`src/sv/accel_tilt_angles_core_macros.svh`:
```
`ifndef ACCEL_TILT_ANGLES_CORE_MACROS_SVH
`define ACCEL_TILT_ANGLES_CORE_MACROS_SVH

// Clocked check, off while reset is held.
`define ATL_ASSERT(label, prop, msg) \
  label: assert property (@(posedge clk) disable iff (!rst_n) (prop)) else $error(msg);

// Clocked check, also evaluated during reset.
`define ATL_ASSERT_ALWAYS(label, prop, msg) \
  label: assert property (@(posedge clk) (prop)) else $error(msg);

`endif

```
`src/sv/atl_pkg.sv`:
```
package atl_pkg;

  localparam int SMP_W    = 16;
  localparam int STAT_W   = 8;
  localparam int OUT_W    = 16;

  localparam logic [STAT_W-1:0] NEW_MASK = 8'h03;

  localparam int ANGLE_FRAC_BITS_DEF = 8;
  localparam int CORDIC_ITERS_DEF    = 16;

  // |v| * 16 and floor(sqrt((a^2 + b^2) << 8)) both fit in 20 bits
  localparam int MAG_W    = 20;
  localparam int ROOT_W   = MAG_W;
  localparam int PROD_W   = 31;
  localparam int SUM_W    = 32;
  localparam int SQ_PRE   = 8;
  localparam int SQ_OP_W  = SUM_W + SQ_PRE;
  localparam int REM_W    = ROOT_W + 2;
  localparam int SQ_CNT_W = $clog2(ROOT_W);

  localparam int CORD_PRE  = 8;
  localparam int CX_W      = 32;
  localparam int ACC_W     = 29;
  localparam int RND_W     = ACC_W - 1;
  localparam int TAB_FRAC  = 20;
  localparam int TAB_LEN   = 24;
  localparam int TAB_W     = 27;
  localparam int TAB_IDX_W = 5;

  localparam logic [TAB_W-1:0] DEG90_TAB = 27'd94371840;

  typedef enum logic [2:0] {
    ST_IDLE,
    ST_SQ_A,
    ST_SQ_B,
    ST_ROOT_GO,
    ST_ROOT_WAIT,
    ST_CORD_GO,
    ST_CORD_WAIT,
    ST_DONE
  } atl_state_t;

  typedef enum logic [1:0] {
    AXIS_X,
    AXIS_Y,
    AXIS_Z
  } atl_axis_t;

  typedef struct packed {
    logic             start;
    logic [MAG_W-1:0] num;
    logic [MAG_W-1:0] den;
    logic             neg;
  } atl_cord_req_t;

  typedef struct packed {
    logic                    done;
    logic signed [OUT_W-1:0] angle;
  } atl_cord_rsp_t;

  // atan(2^-i) in degrees, scaled by 2^TAB_FRAC
  function automatic logic [TAB_W-1:0] atan_entry(input logic [TAB_IDX_W-1:0] idx);
    logic [TAB_W-1:0] v;
    case (idx)
      5'd0:    v = 27'd47185920;
      5'd1:    v = 27'd27855475;
      5'd2:    v = 27'd14718068;
      5'd3:    v = 27'd7471121;
      5'd4:    v = 27'd3750058;
      5'd5:    v = 27'd1876857;
      5'd6:    v = 27'd938658;
      5'd7:    v = 27'd469357;
      5'd8:    v = 27'd234682;
      5'd9:    v = 27'd117342;
      5'd10:   v = 27'd58671;
      5'd11:   v = 27'd29335;
      5'd12:   v = 27'd14668;
      5'd13:   v = 27'd7334;
      5'd14:   v = 27'd3667;
      5'd15:   v = 27'd1833;
      5'd16:   v = 27'd917;
      5'd17:   v = 27'd458;
      5'd18:   v = 27'd229;
      5'd19:   v = 27'd115;
      5'd20:   v = 27'd57;
      5'd21:   v = 27'd29;
      5'd22:   v = 27'd14;
      5'd23:   v = 27'd7;
      default: v = '0;
    endcase
    return v;
  endfunction

endpackage

```
`src/sv/atl_in_if.sv`:
```
interface atl_in_if import atl_pkg::*; ();
  logic                    valid;
  logic                    ready;
  logic [STAT_W-1:0]       status;
  logic signed [SMP_W-1:0] acc_x_in;
  logic signed [SMP_W-1:0] acc_y_in;
  logic signed [SMP_W-1:0] acc_z_in;

  modport source (output valid, status, acc_x_in, acc_y_in, acc_z_in, input ready);
  modport sink   (input valid, status, acc_x_in, acc_y_in, acc_z_in, output ready);
endinterface

```
`src/sv/atl_out_if.sv`:
```
interface atl_out_if import atl_pkg::*; ();
  logic                    valid;
  logic                    ready;
  logic signed [OUT_W-1:0] angle_x;
  logic signed [OUT_W-1:0] angle_y;
  logic signed [OUT_W-1:0] angle_z;
  logic                    sample_taken;

  modport source (output valid, angle_x, angle_y, angle_z, sample_taken, input ready);
  modport sink   (input valid, angle_x, angle_y, angle_z, sample_taken, output ready);
endinterface

```
`src/sv/accel_tilt_angles_core.sv`:
```
// Accelerometer tilt angles. Each input transaction carries a status byte and an X, Y, Z
// sample; the sample replaces the held one when status bit 0 or 1 is set. The block then
// returns one result transaction with the X, Y and Z tilt angles of the held sample in
// degrees scaled by 2^ANGLE_FRAC_BITS, and sample_taken. The three angles are worked out
// one after the other: a single 16x16 squarer builds each sum of squares, a shared
// bit-pair square root unit gives 20 root bits, and a shared vectoring CORDIC unit
// runs CORDIC_ITERS iterations per arctangent; an axis with a zero denominator skips
// the rotations. in_ready is high only between transactions. A finished result is held
// in an output register, so the next transaction can be accepted while the previous
// result waits; a second finished result waits until that register is free.
module accel_tilt_angles_core import atl_pkg::*; #(
  parameter int ANGLE_FRAC_BITS = ANGLE_FRAC_BITS_DEF,
  parameter int CORDIC_ITERS    = CORDIC_ITERS_DEF
) (
  input  logic      clk,
  input  logic      rst_n,
  atl_in_if.sink    in_if,
  atl_out_if.source out_if
);

`include "accel_tilt_angles_core_macros.svh"

  atl_state_t state_r, state_nxt;
  atl_axis_t  axis_r, axis_nxt;

  logic signed [SMP_W-1:0] x_r, y_r, z_r;
  logic                    take_r;
  logic [PROD_W-1:0]       prod_r;
  logic [PROD_W-1:0]       sum_r;
  logic [ROOT_W-1:0]       root_r;
  logic signed [OUT_W-1:0] ang_x_r, ang_y_r, ang_z_r;
  logic signed [OUT_W-1:0] out_x_r, out_y_r, out_z_r;
  logic                    out_take_r;
  logic                    out_valid_r;

  logic                    in_acc;
  logic                    out_load;
  logic                    take_in;
  logic signed [SMP_W-1:0] sq_a, sq_b, sq_op;
  logic signed [SUM_W-1:0] sq_full;
  logic [SQ_OP_W-1:0]      sq_operand;
  logic [SMP_W-1:0]        abs_x, abs_y, abs_z;
  logic                    sq_start;
  logic                    sq_done;
  logic [ROOT_W-1:0]       sq_root;
  logic                    cord_start;
  atl_cord_req_t           cord_req;
  atl_cord_rsp_t           cord_rsp;

  assign in_acc  = in_if.valid && in_if.ready;
  assign take_in = |(in_if.status & NEW_MASK);

  assign abs_x = x_r[SMP_W-1] ? SMP_W'(-x_r) : SMP_W'(x_r);
  assign abs_y = y_r[SMP_W-1] ? SMP_W'(-y_r) : SMP_W'(y_r);
  assign abs_z = z_r[SMP_W-1] ? SMP_W'(-z_r) : SMP_W'(z_r);

  // per-axis operand selection
  always_comb begin
    sq_a           = y_r;
    sq_b           = z_r;
    cord_req.start = cord_start;
    cord_req.num   = {abs_x, 4'b0000};
    cord_req.den   = root_r;
    cord_req.neg   = x_r[SMP_W-1];
    unique case (axis_r)
      AXIS_X: begin
        sq_a         = y_r;
        sq_b         = z_r;
        cord_req.num = {abs_x, 4'b0000};
        cord_req.den = root_r;
        cord_req.neg = x_r[SMP_W-1];
      end
      AXIS_Y: begin
        sq_a         = x_r;
        sq_b         = z_r;
        cord_req.num = {abs_y, 4'b0000};
        cord_req.den = root_r;
        cord_req.neg = y_r[SMP_W-1];
      end
      AXIS_Z: begin
        sq_a         = x_r;
        sq_b         = y_r;
        cord_req.num = root_r;
        cord_req.den = {abs_z, 4'b0000};
        cord_req.neg = z_r[SMP_W-1];
      end
      default: begin
        sq_a         = y_r;
        sq_b         = z_r;
        cord_req.num = {abs_x, 4'b0000};
        cord_req.den = root_r;
        cord_req.neg = x_r[SMP_W-1];
      end
    endcase
  end

  assign sq_op      = (state_r == ST_SQ_B) ? sq_b : sq_a;
  assign sq_full    = SUM_W'(sq_op) * SUM_W'(sq_op);
  assign sq_operand = {SUM_W'(sum_r) + SUM_W'(prod_r), SQ_PRE'(0)};

  always_comb begin
    state_nxt  = state_r;
    axis_nxt   = axis_r;
    sq_start   = 1'b0;
    cord_start = 1'b0;
    out_load   = 1'b0;
    unique case (state_r)
      ST_IDLE: begin
        if (in_acc) begin
          axis_nxt  = AXIS_X;
          state_nxt = ST_SQ_A;
        end
      end
      ST_SQ_A:    state_nxt = ST_SQ_B;
      ST_SQ_B:    state_nxt = ST_ROOT_GO;
      ST_ROOT_GO: begin
        sq_start  = 1'b1;
        state_nxt = ST_ROOT_WAIT;
      end
      ST_ROOT_WAIT: begin
        if (sq_done) begin
          state_nxt = ST_CORD_GO;
        end
      end
      ST_CORD_GO: begin
        cord_start = 1'b1;
        state_nxt  = ST_CORD_WAIT;
      end
      ST_CORD_WAIT: begin
        if (cord_rsp.done) begin
          unique case (axis_r)
            AXIS_X: begin
              axis_nxt  = AXIS_Y;
              state_nxt = ST_SQ_A;
            end
            AXIS_Y: begin
              axis_nxt  = AXIS_Z;
              state_nxt = ST_SQ_A;
            end
            default: state_nxt = ST_DONE;
          endcase
        end
      end
      ST_DONE: begin
        // hold until the output register is free
        if (!out_valid_r || out_if.ready) begin
          out_load  = 1'b1;
          state_nxt = ST_IDLE;
        end
      end
      default: state_nxt = ST_IDLE;
    endcase
  end

  always_ff @(posedge clk) begin
    if (!rst_n) begin
      state_r     <= ST_IDLE;
      axis_r      <= AXIS_X;
      out_valid_r <= 1'b0;
      x_r         <= '0;
      y_r         <= '0;
      z_r         <= '0;
    end else begin
      state_r <= state_nxt;
      axis_r  <= axis_nxt;
      if (out_load) begin
        out_valid_r <= 1'b1;
      end else if (out_if.ready) begin
        out_valid_r <= 1'b0;
      end
      if (in_acc && take_in) begin
        x_r <= in_if.acc_x_in;
        y_r <= in_if.acc_y_in;
        z_r <= in_if.acc_z_in;
      end
    end
  end

  always_ff @(posedge clk) begin
    if (in_acc) begin
      take_r <= take_in;
    end
    if (state_r == ST_SQ_A) begin
      prod_r <= PROD_W'(sq_full);
    end
    if (state_r == ST_SQ_B) begin
      prod_r <= PROD_W'(sq_full);
      sum_r  <= prod_r;
    end
    if (state_r == ST_ROOT_WAIT && sq_done) begin
      root_r <= sq_root;
    end
    if (state_r == ST_CORD_WAIT && cord_rsp.done) begin
      unique case (axis_r)
        AXIS_X:  ang_x_r <= cord_rsp.angle;
        AXIS_Y:  ang_y_r <= cord_rsp.angle;
        default: ang_z_r <= cord_rsp.angle;
      endcase
    end
    if (out_load) begin
      out_x_r    <= ang_x_r;
      out_y_r    <= ang_y_r;
      out_z_r    <= ang_z_r;
      out_take_r <= take_r;
    end
  end

  atl_sqrt u_sqrt (
    .clk     (clk),
    .rst_n   (rst_n),
    .start   (sq_start),
    .operand (sq_operand),
    .done    (sq_done),
    .root    (sq_root)
  );

  atl_cordic #(
    .ANGLE_FRAC_BITS (ANGLE_FRAC_BITS),
    .CORDIC_ITERS    (CORDIC_ITERS)
  ) u_cordic (
    .clk   (clk),
    .rst_n (rst_n),
    .req   (cord_req),
    .rsp   (cord_rsp)
  );

  assign in_if.ready         = (state_r == ST_IDLE);
  assign out_if.valid        = out_valid_r;
  assign out_if.angle_x      = out_x_r;
  assign out_if.angle_y      = out_y_r;
  assign out_if.angle_z      = out_z_r;
  assign out_if.sample_taken = out_take_r;

  `ATL_ASSERT(a_one_in_flight, in_acc |=> !in_if.ready, "input accepted while busy")
  `ATL_ASSERT(a_root_expected, sq_done |-> (state_r == ST_ROOT_WAIT), "stray root done")
  `ATL_ASSERT(a_cord_expected, cord_rsp.done |-> (state_r == ST_CORD_WAIT), "stray cordic done")
  `ATL_ASSERT(a_done_holds, (state_r == ST_DONE && out_valid_r && !out_if.ready) |=>
    (state_r == ST_DONE), "result dropped while output pending")
  `ATL_ASSERT_ALWAYS(a_rst_idle, !rst_n |=> (state_r == ST_IDLE && !out_valid_r),
    "reset did not clear control")

endmodule

```
`src/sv/atl_sqrt.sv`:
```
module atl_sqrt import atl_pkg::*; (
  input  logic               clk,
  input  logic               rst_n,
  input  logic               start,
  input  logic [SQ_OP_W-1:0] operand,
  output logic               done,
  output logic [ROOT_W-1:0]  root
);

  logic [SQ_OP_W-1:0]  op_r;
  logic [REM_W-1:0]    rem_r;
  logic [ROOT_W-1:0]   root_r;
  logic [SQ_CNT_W-1:0] cnt_r;
  logic                busy_r;
  logic                done_r;

  logic [REM_W+1:0]    rem_sh;
  logic [REM_W+1:0]    trial;
  logic                fits;

  // one result bit per cycle: bring down two operand bits, try root*4+1
  assign rem_sh = {rem_r, op_r[SQ_OP_W-1 -: 2]};
  assign trial  = (REM_W+2)'({root_r, 2'b01});
  assign fits   = rem_sh >= trial;

  always_ff @(posedge clk) begin
    if (!rst_n) begin
      busy_r <= 1'b0;
      done_r <= 1'b0;
      cnt_r  <= '0;
    end else begin
      done_r <= 1'b0;
      if (start) begin
        busy_r <= 1'b1;
        cnt_r  <= '0;
      end else if (busy_r) begin
        cnt_r <= cnt_r + 1'b1;
        if (cnt_r == SQ_CNT_W'(ROOT_W - 1)) begin
          busy_r <= 1'b0;
          done_r <= 1'b1;
        end
      end
    end
  end

  always_ff @(posedge clk) begin
    if (start) begin
      op_r   <= operand;
      rem_r  <= '0;
      root_r <= '0;
    end else if (busy_r) begin
      op_r   <= op_r << 2;
      rem_r  <= fits ? REM_W'(rem_sh - trial) : REM_W'(rem_sh);
      root_r <= {root_r[ROOT_W-2:0], fits};
    end
  end

  assign done = done_r;
  assign root = root_r;

endmodule

```
`src/sv/atl_cordic.sv`:
```
module atl_cordic import atl_pkg::*; #(
  parameter int ANGLE_FRAC_BITS = ANGLE_FRAC_BITS_DEF,
  parameter int CORDIC_ITERS    = CORDIC_ITERS_DEF
) (
  input  logic          clk,
  input  logic          rst_n,
  input  atl_cord_req_t req,
  output atl_cord_rsp_t rsp
);

  localparam int ITER_W = $clog2(CORDIC_ITERS);
  localparam int SHIFT  = TAB_FRAC - ANGLE_FRAC_BITS;

  logic signed [CX_W-1:0]  cx_r;
  logic signed [CX_W-1:0]  cy_r;
  logic signed [ACC_W-1:0] acc_r;
  logic                    neg_r;
  logic [ITER_W-1:0]       cnt_r;
  logic                    busy_r;
  logic                    fin_r;
  logic                    done_r;
  logic signed [OUT_W-1:0] angle_r;

  logic signed [CX_W-1:0]  cx_sh;
  logic signed [CX_W-1:0]  cy_sh;
  logic signed [ACC_W-1:0] tab_s;
  logic [RND_W-1:0]        clamped;
  logic [RND_W-1:0]        rnd;
  logic [OUT_W-1:0]        angle_pos;
  logic [OUT_W-1:0]        angle_fin;

  assign cx_sh = cx_r >>> cnt_r;
  assign cy_sh = cy_r >>> cnt_r;
  assign tab_s = signed'(ACC_W'(atan_entry(TAB_IDX_W'(cnt_r))));

  // clamp to [0, 90 deg], round half up, then sign and saturate
  always_comb begin
    if (acc_r[ACC_W-1]) begin
      clamped = '0;
    end else if (acc_r[RND_W-1:0] > RND_W'(DEG90_TAB)) begin
      clamped = RND_W'(DEG90_TAB);
    end else begin
      clamped = acc_r[RND_W-1:0];
    end
    rnd       = (clamped + (RND_W'(1) << (SHIFT - 1))) >> SHIFT;
    angle_pos = (rnd > RND_W'(32767)) ? 16'h7fff : rnd[OUT_W-1:0];
    if (neg_r) begin
      angle_fin = (rnd >= RND_W'(32768)) ? 16'h8000 : OUT_W'(-rnd[OUT_W-1:0]);
    end else begin
      angle_fin = angle_pos;
    end
  end

  always_ff @(posedge clk) begin
    if (!rst_n) begin
      busy_r <= 1'b0;
      fin_r  <= 1'b0;
      done_r <= 1'b0;
      cnt_r  <= '0;
    end else begin
      done_r <= 1'b0;
      fin_r  <= 1'b0;
      if (req.start) begin
        cnt_r <= '0;
        // zero denominator: skip the rotations
        if (req.den == '0) begin
          fin_r <= 1'b1;
        end else begin
          busy_r <= 1'b1;
        end
      end else if (busy_r) begin
        cnt_r <= cnt_r + 1'b1;
        if (cnt_r == ITER_W'(CORDIC_ITERS - 1)) begin
          busy_r <= 1'b0;
          fin_r  <= 1'b1;
        end
      end else if (fin_r) begin
        done_r <= 1'b1;
      end
    end
  end

  always_ff @(posedge clk) begin
    if (req.start) begin
      cx_r  <= CX_W'({req.den, CORD_PRE'(0)});
      cy_r  <= CX_W'({req.num, CORD_PRE'(0)});
      neg_r <= req.neg;
      if (req.den == '0 && req.num != '0) begin
        acc_r <= ACC_W'(DEG90_TAB);
      end else begin
        acc_r <= '0;
      end
    end else if (busy_r) begin
      if (!cy_r[CX_W-1]) begin
        cx_r  <= cx_r + cy_sh;
        cy_r  <= cy_r - cx_sh;
        acc_r <= acc_r + tab_s;
      end else begin
        cx_r  <= cx_r - cy_sh;
        cy_r  <= cy_r + cx_sh;
        acc_r <= acc_r - tab_s;
      end
    end
    if (fin_r) begin
      angle_r <= signed'(angle_fin);
    end
  end

  assign rsp.done  = done_r;
  assign rsp.angle = angle_r;

endmodule

```
`src/flat_wrapper.sv`:
```
// flat-port wrapper written by rule: the top's interface ports become plain ports
module accel_tilt_angles_core_flat import atl_pkg::*;
#(
  parameter int ANGLE_FRAC_BITS = ANGLE_FRAC_BITS_DEF,
  parameter int CORDIC_ITERS    = CORDIC_ITERS_DEF
)
  (clk, rst_n, in_if_valid, in_if_status, in_if_acc_x_in, in_if_acc_y_in, in_if_acc_z_in, in_if_ready, out_if_valid, out_if_angle_x, out_if_angle_y, out_if_angle_z, out_if_sample_taken, out_if_ready);
  atl_in_if in_if_i ();
  atl_out_if out_if_i ();
  input  logic clk;
  input  logic rst_n;
  input wire logic [$bits(in_if_i.valid)-1:0] in_if_valid;
  input wire logic [$bits(in_if_i.status)-1:0] in_if_status;
  input wire logic [$bits(in_if_i.acc_x_in)-1:0] in_if_acc_x_in;
  input wire logic [$bits(in_if_i.acc_y_in)-1:0] in_if_acc_y_in;
  input wire logic [$bits(in_if_i.acc_z_in)-1:0] in_if_acc_z_in;
  output wire logic [$bits(in_if_i.ready)-1:0] in_if_ready;
  output wire logic [$bits(out_if_i.valid)-1:0] out_if_valid;
  output wire logic [$bits(out_if_i.angle_x)-1:0] out_if_angle_x;
  output wire logic [$bits(out_if_i.angle_y)-1:0] out_if_angle_y;
  output wire logic [$bits(out_if_i.angle_z)-1:0] out_if_angle_z;
  output wire logic [$bits(out_if_i.sample_taken)-1:0] out_if_sample_taken;
  input wire logic [$bits(out_if_i.ready)-1:0] out_if_ready;
  assign in_if_i.valid = in_if_valid;
  assign in_if_i.status = in_if_status;
  assign in_if_i.acc_x_in = in_if_acc_x_in;
  assign in_if_i.acc_y_in = in_if_acc_y_in;
  assign in_if_i.acc_z_in = in_if_acc_z_in;
  assign in_if_ready = in_if_i.ready;
  assign out_if_valid = out_if_i.valid;
  assign out_if_angle_x = out_if_i.angle_x;
  assign out_if_angle_y = out_if_i.angle_y;
  assign out_if_angle_z = out_if_i.angle_z;
  assign out_if_sample_taken = out_if_i.sample_taken;
  assign out_if_i.ready = out_if_ready;
  accel_tilt_angles_core #(.ANGLE_FRAC_BITS(ANGLE_FRAC_BITS), .CORDIC_ITERS(CORDIC_ITERS)) u_core (.clk(clk), .rst_n(rst_n), .in_if(in_if_i), .out_if(out_if_i));
endmodule
```
`config.mk`:
```
export PLATFORM = sky130hd
export DESIGN_NAME = accel_tilt_angles_core_flat
export DESIGN_NICKNAME = d
export VERILOG_FILES = /design/src/sv/atl_pkg.sv /design/src/sv/atl_in_if.sv /design/src/sv/atl_out_if.sv /design/src/sv/accel_tilt_angles_core.sv /design/src/sv/atl_sqrt.sv /design/src/sv/atl_cordic.sv /design/src/flat_wrapper.sv
export VERILOG_INCLUDE_DIRS = /design/src /design/src/sv
export SDC_FILE = /design/constraint.sdc
export NUM_CORES = 2
export LEC_CHECK = 0
export ABC_AREA = 1
export CAP_MARGIN = 20
export CORE_ASPECT_RATIO = 0.6
export CORE_MARGIN = 5
export CORE_UTILIZATION = 30
export CTS_BUF_LIST = sky130_fd_sc_hd__clkbuf_8
export DETAILED_ROUTE_END_ITERATION = 16
export DONT_BUFFER_PORTS = 1
export MAX_ROUTING_LAYER = met4
export PLACE_DENSITY = 0.44
export SYNTH_ARGS = -nofsm -noshare
export SYNTH_HDL_FRONTEND = slang
export SYNTH_SLANG_ARGS = --single-unit
```
`constraint.sdc`:
```
create_clock -name clk -period 22.1 [get_ports clk]
set_input_delay 2.21 -clock clk [delete_from_list [all_inputs] [get_ports clk]]
set_output_delay 2.21 -clock clk [all_outputs]
set_load 0.05 [all_outputs]
```
* Word level (Yosys, flattened, before mapping)
Memory sizes are Yosys's and may differ from the RTL's. A register that Yosys moved wholly into a read port is not among the register bits. Index checks and enable logic that the tools add are counted.
Storage, ports and cells: input bits 60, memories kept 1, output and inout port bits 51, ROM bits 416, register bits 432, word-level logic and storage cells 163
Memories:
- (name not given) | words 16, width 26, rd ports 1, clocked after Yosys merged registers in 1, wr ports 0, line atl_pkg.sv:65 | case (idx)
Cells by class: multipliers 1, multiplexer cells 58, bitwise gates (word level) 3, equal/unequal tests 17, reductions and logical operators 28, shift operators 2, add/subtract/negate cells 15, magnitude comparators 4
Operators by type and width (count):
- 28-bit 2-to-1 mux | 6
- 16-bit 2-to-1 mux | 9
- 29-bit 2-to-1 mux | 3
- 41-bit case mux with 2 select lines | 1
- 40-bit 2-to-1 mux | 2
- 32-bit adder | 2
- 32-bit 2-to-1 mux | 2
- 16-bit negation | 4
- 32-bit by 4-bit >>> shifter with 32-bit output | 2
- 32-bit subtractor | 2
- 31-bit 2-to-1 mux | 2
- 31-bit by 31-bit adder with 32-bit output | 1
- 16-bit by 16-bit multiplier with 31-bit output | 1
- 29-bit by 28-bit adder with 29-bit output | 1
- 29-bit by 28-bit subtractor with 29-bit output | 1
- 28-bit by 12-bit adder with 28-bit output (second input constant) | 1
- 28-bit by 27-bit greater-than comparator with 1-bit output (second input constant) | 1
- 27-bit 2-to-1 mux | 1
- 24-bit by 22-bit greater-or-equal comparator with 1-bit output | 1
- 3-bit case mux with 8 select lines | 1
- 22-bit 2-to-1 mux | 1
- 22-bit subtractor | 1
- 20-bit logical NOT | 1
- 20-bit nonzero test | 1
- other kinds (30) | 80

* Depth between registers and ports, before layout
depth in word-level cells 7, gate-level depth with buffers 35, mapped depth without buffers 32

* Modules after synthesis
Synthesis repeated with hierarchy kept, for this count alone.
Second synthesis, totals: cell total of the unflattened synthesis 5684, area total of the unflattened synthesis 42137.9 µm²
By module, submodules not included:
- accel_tilt_angles_core | area each 20679.8 µm², instances 1, seq. area each 6426.2 µm², cells an instance 2385
- atl_cordic | area each 16361.9 µm², instances 1, seq. area each 3723.6 µm², cells an instance 2615
- atl_sqrt | area each 5096.1 µm², instances 1, seq. area each 2182.1 µm², cells an instance 684

* Worst setup path after synthesis
OpenSTA, ideal clock, no wires.
path kind register to register, start point register u_core.state_r[1], end point register u_core.prod_r[27] (data pin), path buffers 2, arrival time 8.964 ns, data required time 21.838 ns, library setup time 0.262 ns, path slack 12.874 ns, stages on the path, launching flop included 30, period minus slack after synthesis 9.226 ns, path through dfxtp_1 > inv_1 > nor3_1 > inv_1 > clkbuf_1 > o21ai_1 > inv_1 > clkbuf_1 > nor2_1 > inv_1 > fa_1 > inv_1 > fa_1 > inv_1 > fa_1 > inv_1 > fa_1 > fa_1 > inv_1 > fa_1 > inv_1 > ha_1 > a21oi_1 > o21a_1 > o221ai_1 > a21oi_1 > o21ai_0 > a21oi_1 > o21bai_1 > xor2_1
Between the ends: cells in the longest elaborated chain, start to end 5
Ends and longest elaborated chain:
- from (decl) | line accel_tilt_angles_core.sv:23 | atl_state_t state_r, state_nxt;
- from (signal assigned) | line accel_tilt_angles_core.sv:164 | state_r <= state_nxt;
- 3-bit by 2-bit equality test with 1-bit output * | line accel_tilt_angles_core.sv:97 | assign sq_op = (state_r == ST_SQ_B) ? sq_b : sq_a;
- 16-bit 2-to-1 mux * | line accel_tilt_angles_core.sv:97
- 16-bit by 16-bit multiplier with 31-bit output * | line accel_tilt_angles_core.sv:98 | assign sq_full = SUM_W'(sq_op) * SUM_W'(sq_op);
- via u_core.sq_full[27] | line accel_tilt_angles_core.sv:40 | logic signed [SUM_W-1:0] sq_full;
- 31-bit 2-to-1 mux | line accel_tilt_angles_core.sv:183 | if (state_r == ST_SQ_A) begin
- 31-bit 2-to-1 mux * | line accel_tilt_angles_core.sv:186 | if (state_r == ST_SQ_B) begin
- to (signal assigned) | line accel_tilt_angles_core.sv:184 | prod_r <= PROD_W'(sq_full);
- to (signal assigned) | line accel_tilt_angles_core.sv:187 | prod_r <= PROD_W'(sq_full);
- to (decl) | line accel_tilt_angles_core.sv:28 | logic [PROD_W-1:0] prod_r;
The timed path passes the listed nets; every way through them passes the cells marked *. The select of a mux whose other input is x is not followed. A chain may end at the register's enable or synchronous reset.

* Final worst setup path
Ends and elaborated chain as after synthesis.

==> reports/metrics.yaml <==
async_reset_ff_share_pct: 0
worst_path_max_delay_cell: "o21ai_2"
path_max_fanout: 32
clock_path_buffers: 3
via_per_inst: 4.97
tns_ns: 0
synth_edf_count: 296
routed_wl_um: 141000
syn_area_per_cell_um2: 7.74
ys.flop_type: "edfxtp_1"
critPathMaxStageDelay_ns: 0.71
seq_area_mm2: 0.0121
ys_seq_area_share_pct: 30.4
worst_slack_ns: 12.84
cts.repair.resized: 0
path_clk_slew_ns: 0.07
synthesis.nets: 5676
dr.pass1.iters: 6
ys_ff_latch: 456
final_nets: 5647
dp_cells: 6807
root_buffer: "clkbuf_8"
ir_drop_v: 0.000157
dieArea_mm2: 0.140
cellLeakagePower_uw: 0.0190
synth.distinct_cells: 70
fill_cells: 14200
hp-class: "reg2reg"
finalCriticalPeriod_ns: 9.26
endpoint_kind: "flop"
insertion_delay_ns: 0.78
grt-ovfl-total: 0
grt_max_degree: 90
final.period_utilization_pct: 41.9
hold_viol_final: 0
htreeDepth: 3
cap_violations: 0
vias: 34600
power_density_mw_per_mm2: 155
worstSetupStartpointType: "flop"
path_class: "reg2reg"
finalSetupViolCount: 0
crit_required_ns: 22.56
syn_inst: 5136
synth_warnings: 0
final_common_cell: "nand2_1"
preCtsSetupSlack_ns: 12.95
io_buffers: 0
wl_per_cell_um: 20.2
grt_antenna_before_repair: 23
num_rows: 103
worstPathArrival_ns: 9.72
cts_setup_buffers: 0
postCtsHoldBufs: 0
die_x_um: 480
pin_count: 111
grt_pass1_vias: 31300
core_area_mm2: 0.132
tritoncts: "yes"
rsz0062_at_grt: "no"
outcome: "finished, final reports clean"
fp.dieH_um: 292
hpwl_um: 112000
drive_above_1_share_pct: 5.63
syn2layout_area_growth_pct: 8.92
track_usage_pct: 20.2
numCtsBuffers: 82
cts.sinks: 456
ant_nets: 0
multi_input_area_mm2: 0.0239
grt_first_pass_wirelength_um: 209000
tightest_slew_ns: 1.06
final_cell_mix: "nand2_1, inv_1, nor2_1"
fmax_ghz: 0.108
drc: 0
relSlewSlack_pct: 28.8
netlist_area_mm2: 0.0397
place_congestion: 0.907
skew_ns: 0.0741
drv_slew: 0
start_util_pct: 30.2
drt_iter0_drc: 3380
path_common_cell: "inv_1"
stdcell_count: 6970
reg2reg_slack_ns: 12.84
==> synthesized netlist by cell type (25+ instances only) <==
cell / n / area [um^2]
buf_2: 25 / 125
nand4_1: 57 / 357
clkbuf_1: 89 / 334
nor3_1: 57 / 285
xnor2_1: 85 / 744
nand3_1: 265 / 1330
xor2_1: 126 / 1100
o211ai_1: 43 / 323
dfxtp_1: 160 / 3200
o22ai_1: 32 / 200
o21ai_2: 29 / 254
a21oi_1: 340 / 1700
inv_1: 788 / 2960
o21ai_1: 95 / 475
edfxtp_1: 296 / 8890
nor2_1: 434 / 1630
o21ai_0: 340 / 1700
nand2_1: 1072 / 4020
fa_1: 234 / 4680
ha_1: 246 / 3080
==> metrics by stage <==
stage	utilization, %	hold slack (ns)	area (um^2)	total power [uW]
floorplan	-	0.400	39700	4340
global placement	31.6	0.401	41600	5770
detailed placement	31.6	0.405	41600	5800
CTS	32.9	0.379	43200	6680
global route	32.9	0.413	43300	7310
finish	32.9	0.402	43300	6690
==> routing by layer <==
metal | GRT usage, % | up-vias | routed length, um
li1 | - | 16900 | -
met5 | - | - | 0
met2 | 21.8 | 1235 | 45900
met1 | 34.5 | 16400 | 78600
met3 | 5.97 | 121 | 14800
met4 | 3.19 | 0 | 1760
==> layout make-up <==
type | instances | area share, %
Multi-Input combinational cell | 3712 | 55.2
Sequential cell | 456 | 27.9
Inverter | 815 | 7.08
Tap cell | 1785 | 5.16
Clock buffer | 88 | 2.80
Clock inverter | 62 | 1.02
Timing Repair Buffer | 40 | 0.711
Antenna cell | 12 | 0.0694
==> critical path: cells and delay by family (launching register included) <==
family	cells	cell delay, ns
XOR/XNOR	1	0.41
adder cells (fa/ha/maj)	7	3.58
AND/OR/NAND/NOR	2	0.49
AO/OA/AOI/OAI	8	2.13
flip-flops	1	0.40
buffers and inverters	11	1.91
==> cells by family after synthesis <==
family	Yosys count	share of synthesized area (%)
multiplexers	13	0.331
AND/OR/NAND/NOR	1982	20.9
buffers and inverters	968	9.55
flip-flops	456	30.4
adder cells (fa/ha/maj)	480	19.5
AO/OA/AOI/OAI	1026	14.6
XOR/XNOR	211	4.65
==> final timing paths <==
path,startpoint,end,depth (start not counted)
setup / recovery,u_core.state_r[1],u_core.prod_r[27],29
hold / removal,u_core.ang_y_r[11],u_core.out_if.angle_y[11],0
setup reg to reg,u_core.state_r[1],u_core.prod_r[27],29
hold reg to reg,u_core.ang_y_r[11],u_core.out_if.angle_y[11],0
==> registers in the layout, indices dropped and copies added, names as in the netlist, 22 cells and up <==
register and count:
u_core.u_cordic.cx_r 32, u_core.u_cordic.cy_r 32, u_core.u_sqrt.op_r 32, u_core.prod_r 30
u_core.sum_r 30, u_core.u_cordic.acc_r 29, u_core.u_cordic.tab_s 26, u_core.u_sqrt.rem_r 22
==> where the power goes <==
part / leakage (uW) / switching (uW) / total (uW) / internal (uW)
Clock: 0.000922 / 418 / 842 / 423
Combinational: 0.0141 / 3050 / 4620 / 1570
Sequential: 0.00397 / 99.9 / 1220 / 1120
Note: power is estimated with default switching activity, not from simulation.
